## src/rtl/core/rad_pkg.sv

```systemverilog
// Shared widths and constants for the rotary axis distance unit.
package rad_pkg;

   localparam int COORD_W           = 32;
   localparam int ANGLE_W           = 16;
   localparam int CSR_W             = 24;
   localparam int CSR_FRAC_BITS     = 16;
   localparam int DIST_W            = 34;
   localparam int POS_FRAC_BITS_DEF = 16;
   localparam int TURN_BITS_DEF     = 16;

   // sum of four squares of values below 2^COORD_W, and its root
   localparam int SUM_W  = 2 * COORD_W + 2;
   localparam int ROOT_W = COORD_W + 1;

   // 4*pi mm per turn in Q8.16
   localparam logic [CSR_W-1:0] MM_PER_TURN_RESET = 24'd823550;

endpackage

```

## src/rtl/core/rad_diff.sv

```systemverilog
// Axis differences, rotary wrap and rotary scaling: three pipeline stages.
module rad_diff #(
   parameter int POS_FRAC_BITS = rad_pkg::POS_FRAC_BITS_DEF,
   parameter int TURN_BITS     = rad_pkg::TURN_BITS_DEF
) (
   input  logic                                  clock,
   input  logic                                  reset,
   input  logic                                  in_valid,
   input  logic signed [rad_pkg::COORD_W-1:0]    a_x,
   input  logic signed [rad_pkg::COORD_W-1:0]    a_y,
   input  logic signed [rad_pkg::COORD_W-1:0]    a_z,
   input  logic        [rad_pkg::ANGLE_W-1:0]    a_c,
   input  logic signed [rad_pkg::COORD_W-1:0]    b_x,
   input  logic signed [rad_pkg::COORD_W-1:0]    b_y,
   input  logic signed [rad_pkg::COORD_W-1:0]    b_z,
   input  logic        [rad_pkg::ANGLE_W-1:0]    b_c,
   input  logic        [rad_pkg::CSR_W-1:0]      mm_per_turn,
   output logic                                  out_valid,
   output logic        [rad_pkg::COORD_W-1:0]    out_dx,
   output logic        [rad_pkg::COORD_W-1:0]    out_dy,
   output logic        [rad_pkg::COORD_W-1:0]    out_dz,
   output logic        [rad_pkg::COORD_W-1:0]    out_dc
);

   localparam int CW     = rad_pkg::COORD_W;
   localparam int EXT_W  = rad_pkg::ANGLE_W + TURN_BITS;
   localparam int PROD_W = TURN_BITS + rad_pkg::CSR_W;
   localparam int SHIFT  = TURN_BITS + rad_pkg::CSR_FRAC_BITS - POS_FRAC_BITS;
   localparam int DC_W   = POS_FRAC_BITS + rad_pkg::CSR_W - rad_pkg::CSR_FRAC_BITS - 1;
   localparam logic [TURN_BITS-1:0] HALF = {1'b1, {(TURN_BITS-1){1'b0}}};

   function automatic logic [CW-1:0] magnitude(input logic [CW:0] d);
      logic [CW:0] m;
      m = d[CW] ? (~d + 1'b1) : d;
      return m[CW-1:0];
   endfunction

   // stage 1: signed differences and raw angle difference
   logic                 v1_ff, v1_in;
   logic [CW:0]          sx_ff, sx_in, sy_ff, sy_in, sz_ff, sz_in;
   logic [TURN_BITS-1:0] dt_ff, dt_in;
   logic [EXT_W-1:0]     ac_ext, bc_ext;

   // stage 2: magnitudes and shortest-turn angle
   logic                 v2_ff, v2_in;
   logic [CW-1:0]        dx2_ff, dx2_in, dy2_ff, dy2_in, dz2_ff, dz2_in;
   logic [TURN_BITS-1:0] tmag_ff, tmag_in;

   // stage 3: angle scaled to millimetres
   logic                 v3_ff, v3_in;
   logic [CW-1:0]        dx3_ff, dx3_in, dy3_ff, dy3_in, dz3_ff, dz3_in;
   logic [PROD_W-1:0]    prod_ff, prod_in;

   always_comb begin
      ac_ext = {{TURN_BITS{1'b0}}, a_c};
      bc_ext = {{TURN_BITS{1'b0}}, b_c};
      v1_in  = in_valid;
      sx_in  = {b_x[CW-1], b_x} - {a_x[CW-1], a_x};
      sy_in  = {b_y[CW-1], b_y} - {a_y[CW-1], a_y};
      sz_in  = {b_z[CW-1], b_z} - {a_z[CW-1], a_z};
      dt_in  = bc_ext[TURN_BITS-1:0] - ac_ext[TURN_BITS-1:0];

      v2_in   = v1_ff;
      dx2_in  = magnitude(sx_ff);
      dy2_in  = magnitude(sy_ff);
      dz2_in  = magnitude(sz_ff);
      // an exact half turn keeps its positive sense
      tmag_in = (dt_ff > HALF) ? ({TURN_BITS{1'b0}} - dt_ff) : dt_ff;

      v3_in   = v2_ff;
      dx3_in  = dx2_ff;
      dy3_in  = dy2_ff;
      dz3_in  = dz2_ff;
      prod_in = {{rad_pkg::CSR_W{1'b0}}, tmag_ff} * {{TURN_BITS{1'b0}}, mm_per_turn};
   end

   always_ff @(posedge clock) begin
      if (reset) begin
         v1_ff <= 1'b0;
         v2_ff <= 1'b0;
         v3_ff <= 1'b0;
      end else begin
         v1_ff <= v1_in;
         v2_ff <= v2_in;
         v3_ff <= v3_in;
      end
      sx_ff   <= sx_in;
      sy_ff   <= sy_in;
      sz_ff   <= sz_in;
      dt_ff   <= dt_in;
      dx2_ff  <= dx2_in;
      dy2_ff  <= dy2_in;
      dz2_ff  <= dz2_in;
      tmag_ff <= tmag_in;
      dx3_ff  <= dx3_in;
      dy3_ff  <= dy3_in;
      dz3_ff  <= dz3_in;
      prod_ff <= prod_in;
   end

   assign out_valid = v3_ff;
   assign out_dx    = dx3_ff;
   assign out_dy    = dy3_ff;
   assign out_dz    = dz3_ff;
   // truncation toward zero is a plain drop of the low bits: the product is positive
   assign out_dc    = {{(CW-DC_W){1'b0}}, prod_ff[SHIFT +: DC_W]};

`ifndef SYNTH
   a_tmag_half: assert property (@(posedge clock) disable iff (reset)
      v2_ff |-> (tmag_ff <= HALF))
      else $error("rotary magnitude beyond half a turn");
`endif

endmodule

```

## config.mk

```make
export PLATFORM = sky130hd
export DESIGN_NAME = rad_diff
export DESIGN_NICKNAME = d
export VERILOG_FILES = /design/src/rtl/core/rad_pkg.sv /design/src/rtl/core/rad_diff.sv
export SDC_FILE = /design/constraint.sdc
export NUM_CORES = 1
export LEC_CHECK = 0
export BUFFER_PORTS_ARGS = -buffer_cell sky130_fd_sc_hd__buf_4
export CORE_ASPECT_RATIO = 1.5
export CORE_MARGIN = 2
export CORE_UTILIZATION = 55
export DETAILED_ROUTE_END_ITERATION = 10
export PLACE_DENSITY = 0.77
export SKIP_CTS_REPAIR_TIMING = 1
export SYNTH_ARGS = -nofsm -noshare
export SYNTH_HDL_FRONTEND = slang
export SYNTH_SLANG_ARGS = --single-unit
```

## constraint.sdc

```tcl
create_clock -name clock -period 7.2 [get_ports clock]
set_clock_uncertainty 0.1 [all_clocks]
set_input_delay 0.36 -clock clock [delete_from_list [all_inputs] [get_ports clock]]
set_output_delay 0.36 -clock clock [all_outputs]
set_load 0.05 [all_outputs]
```

-- Word-level counts from Yosys, hierarchy flattened
Cells that the tools add are included.
- bits in writable memories: 0
- output and inout bits: 129
- memories kept: 0
- memory bits (read-only): 0
- register bits: 365
- latch bits: 0
- bits of input ports: 251
- multiplexer cells: 4
- $add $sub $neg: 8
- div/mod/pow operators: 0
- reductions and logical operators: 0
- magnitude comparators: 1
- shift operators: 0
- bitwise logic cells: 3
- equal/unequal tests: 0
- multipliers: 1
- operators by type and width (operator ; count):
    32-bit by 32-bit subtractor with 33-bit output ; 3
    32-bit by 1-bit adder with 32-bit output (second input constant) ; 3
    32-bit two-way mux ; 3
    32-bit inverter ; 3
    16-bit by 24-bit multiplier with 39-bit output ; 1
    16-bit > comparator (second input constant) ; 1
    16-bit two-way mux ; 1
    1-bit by 16-bit subtractor with 16-bit output (first input constant) ; 1
    16-bit subtractor ; 1

-- Logic depth before layout (Yosys ltp)
Gate-level depths: netlist (run 1).
- depth after elaboration: 3
- mapped depth: 24

-- Worst setup path before layout (run 1)
OpenSTA, ideal clock, no wires.
- path kind: input -> register
- start point: input port mm_per_turn[22] in the netlist's numbering
- end point: register prod_ff[38]
- path slack: 1328 ps
- data arrival time: 5651 ps
- cell stages on the path: 22
- setup time: 121 ps
- cell sequence: clkbuf_1 nand2_1 fa_1 inv_1 fa_1 fa_1 fa_1 fa_1 inv_1 fa_1 inv_1 ha_1 clkbuf_1 a21oi_1 nor2_1 nor2_1 o21ai_0 o21ai_0 a41o_1 a21boi_0 a31oi_1 xnor2_1
- word-level cells in the longest chain between the ends: 1
- ends and longest elaborated chain (element ; line ; source):
    start: declaration ; rad_diff.sv:17 ; input logic [rad_pkg::CSR_W-1:0] mm_per_turn,
    16-bit by 24-bit multiplier with 39-bit output ; rad_diff.sv:74 ; prod_in = {{rad_pkg::CSR_W{1'b0}}, tmag_ff} * {{TURN_BITS{1'b0}}, mm_per_turn};
    named net prod_in[38] ; rad_diff.sv:52 ; logic [PROD_W-1:0] prod_ff, prod_in;
    end signal: assignment ; rad_diff.sv:98 ; prod_ff <= prod_in;
    end: declaration ; rad_diff.sv:52 ;
The timed path passes the listed nets, and every way through them passes these cells.
A chain may end at the register's enable or synchronous reset.

-- Worst setup path in the final report (run 1)
- start point: register tmag_ff[2]
- end point: register prod_ff[38]
- word-level cells in the longest chain between the ends: 1
- ends and longest elaborated chain (element ; line ; source):
    start: declaration ; rad_diff.sv:47 ; logic [TURN_BITS-1:0] tmag_ff, tmag_in;
    start signal: assignment ; rad_diff.sv:94 ; tmag_ff <= tmag_in;
    16-bit by 24-bit multiplier with 39-bit output ; rad_diff.sv:74 ;
    named net prod_in[38] ; rad_diff.sv:52 ;
The timed path passes the listed nets, and every way through them passes these cells.

==> results.md, run 1 <==
- FFs w/ async S/R, synth: 0%
- Library cell occupying the most area in the post-synthesis netlist: sky130_fd_sc_hd__dfxtp_1
- Global-route total usage across every layer: 27.9%
- Run status: complete, no violations
- Final Util: 65.0%
- Root Buffer Master: sky130_fd_sc_hd__clkbuf_16
- Wire length of the first global-routing pass: 111000 microns
- Top FF cell, synth: sky130_fd_sc_hd__dfxtp_1
- Mapped Area: 0.0266 sq mm
- Wire length reported by the detailed router: 68300 microns
- Count of vias placed by the detailed router: 20800
- Flip-flop and latch count after synthesis: 349
- Number of remaining DRC errors: 0
- Pin count of the biggest net entering global routing: 33
- Synthesis-to-layout area growth: 16.6%
- Mean number of vias per cell: 5.38
- Count of mapped cells out of synthesis: 2875
- Port-buffer cells: 370
- Total of max-cap violations: 0
- 1st-pass router iterations: 5
- Endpoint type of the worst setup path: register
- Setup repair after global routing missed its margin: no
- Class of the most critical setup path: reg2reg
- Clock insertion delay at the later pin of the skew report: 0.58 ns
- Fin crit period: approximately 6.7 ns
- Yosys warns: 0
- Final-report setup violation count: 0
- Worst hold-check slack: 0.0207 ns
- Post-layout net count: 4010
- X dimension of the die: ~180 microns
- Max Fclk: 149 MHz
- Setup TNS Final: 0 ns
- Synth area leaders: sky130_fd_sc_hd__dfxtp_1 26%, sky130_fd_sc_hd__fa_1 23%, sky130_fd_sc_hd__ha_1 10%
- Post-route ant nets: 0
- Final number of hold-violating endpoints: 0
- Avg WL per Cell: 17.7 microns
- Final Wtd Congestion: 0.952
- CTS tree: built
- Core Region: 0.0477 sq mm
- Placed wire-length estimate after detailed placement: around 57000 microns
- Fillcell total: 3915
- Maximum level of the CTS H-tree: 1
- Portion of the post-synthesis area used by sequential elements: a little over a quarter
- Worst endpoint required time: 7.56 ns
- Number of global-route vias before repair: about 23000
- Die H: 273 microns
- Post-route fraction of the period consumed by the critical path: 93.5%
- Number of antenna violations at the first check in global routing: 2
- Actual transition at the worst max-transition pin: 1.02 ns
- IO Count: 380
- Post-synth cell types: 65
- Max-slew headroom: between 30% and 40%
- Number of cell rows: 98
- Full die area: 0.0502 sq mm
- Area share of the largest cell type after synthesis: between 20% and 30%
- Arr. time, crit path: a little over 7 ns
- Clock buffer count from CTS: 31
- CP startpoint kind: register
- Number of design-rule violations left by the first detailed-router iteration: around 900
- Number of clock sinks seen by CTS: 349
- Total global routing overflow: 0
- Max FO, Critical Path: 15
- Tightest Hold Check Type: in2reg
- Mean instance size in the synthesized netlist: 9.25 sq um
- Worst-case clock buffer depth: 3
- Number of synthesized flops with an enable pin: 0
- Post-CTS clock slew at the launch and capture registers of the worst setup and hold paths: 0.07 ns
- Initial core utilization: 55.8%
- Fraction of final layout cells sized beyond drive strength 1: between 10 and 15%
- Number of pins with negative max-slew slack in the final report: 0
[cells in the final DEF, fill, tap and decap left out, drive strengths merged, types with 6 or more instances in the layout]
cell,synthesis,routed
a2111oi,8,8
or3,13,13
nand2,332,332
clkinv,0,11
o41ai,15,15
nand3,39,39
nand4,13,13
nor4,9,9
clkbuf,74,39
and3,10,10
nand2b,17,17
dfxtp,349,349
o31a,7,7
dlygate4sd3,0,6
nor2,87,87
and2,153,153
a211oi,10,10
a21o,56,56
xor2,26,26
conb,1,9
o21a,26,26
o21ai,95,95
fa,308,308
buf,11,394
a21boi,8,8
o31ai,33,33
xnor2,191,191
nor3,26,26
or4,25,25
a31oi,7,7
o211ai,9,9
inv,502,506
and4,7,7
nor2b,18,18
a21oi,109,109
ha,220,220
o21bai,15,15
[Yosys cell counts (33+ instances only)]
library cell / instances
sky130_fd_sc_hd__o31ai_1: 33
sky130_fd_sc_hd__clkbuf_1: 74
sky130_fd_sc_hd__a21oi_1: 109
sky130_fd_sc_hd__inv_1: 502
sky130_fd_sc_hd__dfxtp_1: 349
sky130_fd_sc_hd__nand3_1: 39
sky130_fd_sc_hd__fa_1: 308
sky130_fd_sc_hd__nor2_1: 87
sky130_fd_sc_hd__and2_1: 153
sky130_fd_sc_hd__o21ai_0: 95
sky130_fd_sc_hd__a21o_1: 56
sky130_fd_sc_hd__ha_1: 220
sky130_fd_sc_hd__nand2_1: 332
sky130_fd_sc_hd__xnor2_1: 191
[worst max-delay path, cell delays in order, from the launching register on]
cell                       delay (ns)
sky130_fd_sc_hd__dfxtp_1         0.78
sky130_fd_sc_hd__buf_4           0.32
sky130_fd_sc_hd__nand2_1         0.10
sky130_fd_sc_hd__fa_1            0.52
sky130_fd_sc_hd__inv_1           0.06
sky130_fd_sc_hd__fa_1            0.56
sky130_fd_sc_hd__fa_1            0.45
sky130_fd_sc_hd__fa_1            0.50
sky130_fd_sc_hd__fa_1            0.49
sky130_fd_sc_hd__inv_1           0.05
sky130_fd_sc_hd__fa_1            0.47
sky130_fd_sc_hd__inv_1           0.04
sky130_fd_sc_hd__ha_1            0.42
sky130_fd_sc_hd__a21oi_1         0.12
sky130_fd_sc_hd__nor2_1          0.09
sky130_fd_sc_hd__nor2_1          0.04
sky130_fd_sc_hd__o21ai_0         0.27
sky130_fd_sc_hd__o21ai_0         0.15
sky130_fd_sc_hd__a41o_1          0.34
sky130_fd_sc_hd__a21boi_0        0.40
sky130_fd_sc_hd__a31oi_1         0.18
sky130_fd_sc_hd__xnor2_1         0.15
[flip-flops by register name, indices dropped and copies added, names as in the netlist]
signal,flops
prod_ff,23
out_dy,32
v2_ff,1
out_dx,32
dt_ff,16
dy2_ff,32
tmag_ff,16
dz2_ff,32
out_dz,32
sy_ff,33
v1_ff,1
sz_ff,33
sx_ff,33
dx2_ff,32
out_valid,1
[cell families after synthesis]
group	synth area share, %
compound gates	10.5
other cells	0.0141
xor+xnor	7.14
fa+ha+maj	33.5
mux	0.0753
buf+inv	8.41
simple gates	14.0
flops	26.3
[stage by stage]
step,cell area (sq um),instances,setup WS [ns]
after floorplan,26600,2883,1.33
after global placement,30000,3792,0.723
after detailed placement,30000,3792,0.535
after CTS,31000,3848,0.509
after global routing,31000,3855,0.110
final,31000,3855,0.466
[layer usage]
metal | vias up | part of all wire [%] | global-route usage [%]
li1 | 9838 | - | -
met3 | 207 | 7.3 | 6.17
met1 | 10000 | 34 | 28.3
met2 | 708 | 54 | 53.3
met4 | 0 | 5.5 | 13.7
met5 | - | 0 | 0
[worst paths after layout]
path / slack, ns / cells after the start / startpoint / end
setup reg to reg: 0.47 / 21 / tmag_ff[2] / prod_ff[38]
hold reg to reg: 0.22 / 0 / dx2_ff[1] / out_dx[1]
hold / removal: 0.02 / 3 / a_c[1] / dt_ff[1]
setup / recovery: 0.47 / 21 / tmag_ff[2] / prod_ff[38]
[area by class of cell]
cell class	count	area [sq um]	share of cell area [%]
Tap cell	600	751	2.42
Clock inverter	17	139	0.448
Sequential cell	349	6990	22.5
Timing Repair Buffer	400	3020	9.73
Antenna cell	1	2.50	0.00807
Multi-Input combinational cell	1947	17400	56.1
Clock buffer	39	826	2.66
Inverter	502	1880	6.08
Power of run 1 is not shown: default switching activity piles up to over one toggle a cycle in this logic, so the estimate is an artifact.
==> inputs of run 2 (changes only) <==
Settings changed: CTS_BUF_LIST set to sky130_fd_sc_hd__clkbuf_8, RECOVER_POWER set to 50, SLEW_MARGIN set to 15.
==> results.md, run 2 (synthesized netlist as in run 1, its figures left out) <==
- Post-route fraction of the period consumed by the critical path: 93.9% (was 93.5%)
- Worst endpoint required time: 7.55 ns (was 7.56 ns)
- X dimension of the die: 184 microns (unchanged)
- Setup repair after global routing missed its margin: no (unchanged)
- Non-filler cells, final: 3899 (was 3855)
- Die H: 273 microns (unchanged)
- Count of cells along the worst register-to-register path: 21 (unchanged)
- Mean number of vias per cell: 5.37 (was 5.38)
- Class of the most critical setup path: reg2reg (unchanged)
- Met2 layer usage reported by global route: 53.1% (was 53.3%)
- Leading cell types in the layout, fill and taps excluded: 510 x sky130_fd_sc_hd__inv_1, 349 x sky130_fd_sc_hd__dfxtp_1, 332 x sky130_fd_sc_hd__nand2_1 (was 502 x sky130_fd_sc_hd__inv_1, 394 x sky130_fd_sc_hd__buf_4, 349 x sky130_fd_sc_hd__dfxtp_1)
- Placed wire-length estimate after detailed placement: 56600 microns (unchanged)
- Core Region: 0.0477 sq mm (unchanged)
- Busiest grt layer: met2 (unchanged)
- Pre-CTS setup slack: 0.535 ns (unchanged)
- Initial core utilization: 55.8% (unchanged)
- Root Buffer Master: sky130_fd_sc_hd__clkbuf_8 (was sky130_fd_sc_hd__clkbuf_16)
- 1st-pass router iterations: 5 (unchanged)
- Final number of hold-violating endpoints: 0 (unchanged)
- Number of clock sinks seen by CTS: 349 (unchanged)
- Final Wtd Congestion: 0.952 (unchanged)
- Clock buffer count from CTS: 50 (was 31)
- Most common cell after layout, fill and taps aside: sky130_fd_sc_hd__inv_1 (unchanged)
- Wire length reported by the detailed router: 68900 microns (was 68300 microns)
- Number of global-route vias before repair: 22900 (was 22600)
- Number of antenna violations at the first check in global routing: 2 (unchanged)
- Arr. time, crit path: 7.11 ns (was 7.09 ns)
- Worst-case clock buffer depth: 3 (unchanged)
- Wire length of the first global-routing pass: 112000 microns (was 111000 microns)
- Min-Delay Path Depth: 3 (unchanged)
- Fin crit period: 6.76 ns (was 6.73 ns)
- Total of max-cap violations: 0 (unchanged)
- Tightest Hold Check Type: in2reg (unchanged)
- Avg WL per Cell: 17.7 microns (about the same)
- Run status: complete, no violations (unchanged)
- Max FO, Critical Path: 15 (unchanged)
- Max Fclk: 148 MHz (was 149 MHz)
- Met1 GRT Util: 28.2% (was 28.3%)
- Synthesis-to-layout area growth: 16.1% (was 16.6%)
- Port-buffer cells: 370 (unchanged)
- Post-CTS clock slew at the launch and capture registers of the worst setup and hold paths: 0.06 ns (was 0.07 ns)
- Maximum level of the CTS H-tree: 2 (was 1)
- CTS tree: built (unchanged)
- Max-slew headroom: 30.6% (was 31.7%)
- RR Startpoint: tmag_ff[2] (unchanged)
- Post-route ant nets: 0 (unchanged)
- Pin count of the biggest net entering global routing: 33 (unchanged)
- Crit path launch: tmag_ff[2] (unchanged)
- Number of design-rule violations left by the first detailed-router iteration: 971 (was 920)
- Full die area: 0.0502 sq mm (unchanged)
- Total global routing overflow: 0 (unchanged)
- CP startpoint kind: register (unchanged)
- Number of remaining DRC errors: 0 (unchanged)
- Least setup slack across all paths after layout: 0.438 ns (was 0.466 ns)
- Endpoint type of the worst setup path: register (unchanged)
- Global-route total usage across every layer: 28.2% (was 27.9%)
- Total instance count after detailed placement: 3792 (unchanged)
- Largest registers: sx_ff x33, sy_ff x33, sz_ff x33 (unchanged)
- Post-layout net count: 4034 (was 4010)
- Final Util: 64.8% (was 65.0%)
- Fraction of final layout cells sized beyond drive strength 1: 12.0% (was 14.2%)
- Clock insertion delay at the later pin of the skew report: 0.61 ns (was 0.58 ns)
- Met3 usage: 6.48% (was 6.17%)
- Number of cell rows: 98 (unchanged)
- Setup TNS Final: 0 ns (unchanged)
- Terminus of the critical flop-to-flop path: prod_ff[38] (unchanged)
- Actual transition at the worst max-transition pin: 1.04 ns (was 1.02 ns)
- Worst setup endpoint: prod_ff[38] (unchanged)
- Count of vias placed by the detailed router: 20900 (was 20800)
- Number of pins with negative max-slew slack in the final report: 0 (unchanged)
- IO Count: 380 (unchanged)
- Register-to-Register Setup Slack: 0.44 ns (was 0.47 ns)
- Final-report setup violation count: 0 (unchanged)
run 2: cell count changes in the layout (fill, tap and decap cells not counted), sizes merged:
cell and change:
clkbuf +130, buf -107, clkinv +6, inv +6, dlygate4sd3 +5, bufinv +4
clkinvlp -1, diode +1
run 2: layout make-up:
type	count	area, sq um
Fill cell	4006	16800
Clock buffer	62	853
Tap cell	600	751
Inverter	502	1880
Multi-Input combinational cell	1947	17400
Clock inverter	32	317
Sequential cell	349	6990
Timing Repair Buffer	405	2690
Antenna cell	2	5.00
run 2: worst max-delay path: stages, from the launching register on:
cell and delay, ns:
sky130_fd_sc_hd__dfxtp_1 0.77, sky130_fd_sc_hd__buf_4 0.31, sky130_fd_sc_hd__nand2_1 0.09, sky130_fd_sc_hd__fa_1 0.52
sky130_fd_sc_hd__inv_1 0.06, sky130_fd_sc_hd__fa_1 0.56, sky130_fd_sc_hd__fa_1 0.46, sky130_fd_sc_hd__fa_1 0.50
sky130_fd_sc_hd__fa_1 0.49, sky130_fd_sc_hd__inv_1 0.05, sky130_fd_sc_hd__fa_1 0.47, sky130_fd_sc_hd__inv_1 0.04
sky130_fd_sc_hd__ha_1 0.43, sky130_fd_sc_hd__a21oi_1 0.12, sky130_fd_sc_hd__nor2_1 0.09, sky130_fd_sc_hd__nor2_1 0.04
sky130_fd_sc_hd__o21ai_0 0.27, sky130_fd_sc_hd__o21ai_0 0.15, sky130_fd_sc_hd__a41o_1 0.34, sky130_fd_sc_hd__a21boi_0 0.42
sky130_fd_sc_hd__a31oi_1 0.18, sky130_fd_sc_hd__xnor2_1 0.15
run 2: how the worst min path moves through the flow:
stage | startpoint | to | slack [ns]
after CTS | reset | v2_ff | -0.22
final | b_x[21] | sx_ff[21] | 0.005
after global placement | dz2_ff[0] | out_dz[0] | 0.21
after floorplan | dx2_ff[0] | out_dx[0] | 0.21
after detailed placement | dx2_ff[28] | out_dx[28] | 0.21
after global routing | a_c[1] | dt_ff[1] | 0.01
run 2: through the flow:
step                hold slack [ns]  area (sq um)
finish                      0.00494         30900
global route                 0.0129         30900
CTS                          -0.220         31200
detailed placement            0.212         30000
global placement              0.209         30000
floorplan                     0.210         26600
run 2: layer usage:
layer,part of all wire [%],up-vias
li1,-,9897
met3,6.9,234
met5,0,-
met4,6.0,0
met1,34,10100
met2,53,703
Power of run 2 is left out for the same reason.
==> inputs of run 3 (changes only) <==
Settings changed: CORE_MARGIN 2 to 5, CTS_CLUSTER_DIAMETER set to 200.
Clock period 7.2 ns to 6.94 ns, I/O delays scaled along.
==> results.md, run 3 (synthesized netlist as in run 1, its figures left out) <==
- Run status: complete, but fails checks (was complete, no violations)
- Violated checks: hold timing
- Non-filler cells, final: 3891 (was 3899)
- Critical path, cell by cell: buf_4 > nand2_1 > fa_1 > inv_1 > fa_1 > fa_1 > fa_1 > fa_1 > inv_1 > fa_1 > inv_1 > ha_1 > a21oi_1 > nor2_1 > nor2_1 > o21ai_0 > o21ai_0 > a41o_1 > a31o_2 > o311ai_0 (was buf_4 > nand2_1 > fa_1 > inv_1 > fa_1 > fa_1 > fa_1 > fa_1 > inv_1 > fa_1 > inv_1 > ha_1 > a21oi_1 > nor2_1 > nor2_1 > o21ai_0 > o21ai_0 > a41o_1 > a21boi_0 > a31oi_1 > xnor2_1)
- Number of remaining DRC errors: 0 (unchanged)
- Avg WL per Cell: 17.8 microns (was 17.7 microns)
- Setup TNS Final: 0 ns (unchanged)
- Slowest cell on the critical path: sky130_fd_sc_hd__dfxtp_1 (unchanged)
- IO Count: 380 (unchanged)
- Tightest Hold Check Type: in2reg (unchanged)
- Class of the most critical setup path: reg2reg (unchanged)
- Min-Delay Endpoint: sx_ff[0] (was sx_ff[21])
- Worst hold-check slack: -0.00328 ns (was 0.00494 ns)
- Final Wtd Congestion: 0.926 (was 0.952)
- Total of max-cap violations: 0 (unchanged)
- Maximum level of the CTS H-tree: 2 (unchanged)
- Placed standard-cell area: 0.0300 sq mm (about the same)
- Wire length reported by the detailed router: 69400 microns (was 68900 microns)
- RR Startpoint: tmag_ff[3] (was tmag_ff[2])
- Core Region: 0.0478 sq mm (was 0.0477 sq mm)
- Full die area: 0.0530 sq mm (was 0.0502 sq mm)
- Endpoint type of the worst setup path: register (unchanged)
- Actual transition at the worst max-transition pin: 1.02 ns (was 1.04 ns)
- Max Fclk: 150 MHz (was 148 MHz)
- Post-layout instance area: 0.0308 sq mm (was 0.0309 sq mm)
- Arr. time, crit path: 7.01 ns (was 7.11 ns)
- Setup repair after global routing missed its margin: no (unchanged)
- CTS tree: built (unchanged)
- Post-route ant nets: 0 (unchanged)
- Delay of the slowest cell on the worst path: 0.71 ns (was 0.77 ns)
- Count of cells along the worst register-to-register path: 20 (was 21)
- Wire length of the first global-routing pass: 112000 microns (about the same)
- Leading cell types in the layout, fill and taps excluded: 511 x sky130_fd_sc_hd__inv_1, 346 x sky130_fd_sc_hd__dfxtp_1, 332 x sky130_fd_sc_hd__nand2_1 (was 510 x sky130_fd_sc_hd__inv_1, 349 x sky130_fd_sc_hd__dfxtp_1, 332 x sky130_fd_sc_hd__nand2_1)
- Max-slew headroom: 31.8% (was 30.6%)
- Register-to-Register Setup Slack: 0.26 ns (was 0.44 ns)
- Synthesis-to-layout area growth: 15.7% (was 16.1%)
- Initial core utilization: 55.6% (was 55.8%)
- Clock buffer count from CTS: 49 (was 50)
- Min-Delay Path Depth: 4 (was 3)
- Post-route fraction of the period consumed by the critical path: 96.2% (was 93.9%)
- Port-buffer cells: 370 (unchanged)
- Terminus of the critical flop-to-flop path: prod_ff[37] (was prod_ff[38])
- Largest registers: sx_ff x33, sy_ff x33, sz_ff x33 (unchanged)
- Fin crit period: 6.68 ns (was 6.76 ns)
- Total instance count after detailed placement: 3793 (was 3792)
- Die H: 279 microns (was 273 microns)
- Max FO, Critical Path: 14 (was 15)
- Count of vias placed by the detailed router: 21200 (was 20900)
- Post-CTS clock slew at the launch and capture registers of the worst setup and hold paths: 0.07 ns (was 0.06 ns)
- Pin count of the biggest net entering global routing: 33 (unchanged)
- Number of design-rule violations left by the first detailed-router iteration: 930 (was 971)
- Total global routing overflow: 0 (unchanged)
- Mean number of vias per cell: 5.44 (was 5.37)
- Cell repeated most along the worst path: sky130_fd_sc_hd__fa_1 (unchanged)
- Root Buffer Master: sky130_fd_sc_hd__clkbuf_8 (unchanged)
- Global-route total usage across every layer: 26.0% (was 28.2%)
- Worst-case clock buffer depth: 3 (unchanged)
- Worst Min Path Start: b_x[0] (was b_x[21])
- Number of antenna violations at the first check in global routing: 5 (was 2)
- X dimension of the die: 190 microns (was 184 microns)
- Clock insertion delay at the later pin of the skew report: 0.59 ns (was 0.61 ns)
- CP startpoint kind: register (unchanged)
- Most common cell after layout, fill and taps aside: sky130_fd_sc_hd__inv_1 (unchanged)
- Number of clock sinks seen by CTS: 349 (unchanged)
- Fraction of final layout cells sized beyond drive strength 1: 11.7% (was 12.0%)
- Final-report setup violation count: 0 (unchanged)
- Number of pins with negative max-slew slack in the final report: 0 (unchanged)
- Post-layout net count: 4035 (was 4034)
- Number of cell rows: 98 (unchanged)
- Final Util: 64.4% (was 64.8%)
- 1st-pass router iterations: 8 (was 5)
- Worst endpoint required time: 7.27 ns (was 7.55 ns)
- Final number of hold-violating endpoints: 2 (was 0)
- Placed wire-length estimate after detailed placement: 57000 microns (was 56600 microns)
- Number of global-route vias before repair: 23000 (was 22900)
-- run 3: how the worst max path moves through the flow --
stage | endpoint | from
after floorplan | prod_ff[38] | tmag_ff[1]
after global placement | prod_ff[36] | tmag_ff[1]
after detailed placement | prod_ff[37] | tmag_ff[2]
after CTS | prod_ff[37] | tmag_ff[2]
after global routing | prod_ff[35] | tmag_ff[3]
final | prod_ff[37] | tmag_ff[3]
-- run 3: metrics by stage --
step / worst slack [ns] / hold slack, ns
floorplan: 1.07 / 0.210
global placement: 0.407 / 0.210
detailed placement: 0.245 / 0.212
CTS: 0.240 / -0.226
global route: 0.0128 / 0.00350
finish: 0.262 / -0.00328
-- run 3: layout make-up --
| cell class | instances | area, sq um |
|---|---|---|
| multi-input cells | 1947 | 17400 |
| clock inverters | 28 | 285 |
| diodes | 3 | 7.51 |
| inverters | 502 | 1880 |
| fillers | 4076 | 17000 |
| clock buffers | 55 | 757 |
| well taps | 600 | 751 |
| flip-flops and latches | 349 | 6990 |
| repair buffers | 407 | 2690 |
-- run 3: critical path, delay by kind of cell, from the launching register on --
kind	cells	cell delay (ns)
buf+inv	4	0.45
fa+ha+maj	7	3.39
compound gates	6	1.67
simple gates	3	0.21
flops	1	0.71
-- run 3: layer usage --
metal	vias up	GRT usage [%]	part of all wire, %
met4	0	12.2	5.2
met5	-	0	0
met2	752	50.4	54
met3	214	4.94	6.6
li1	9905	-	-
met1	10300	26.7	34
Power of run 3 is left out for the same reason.
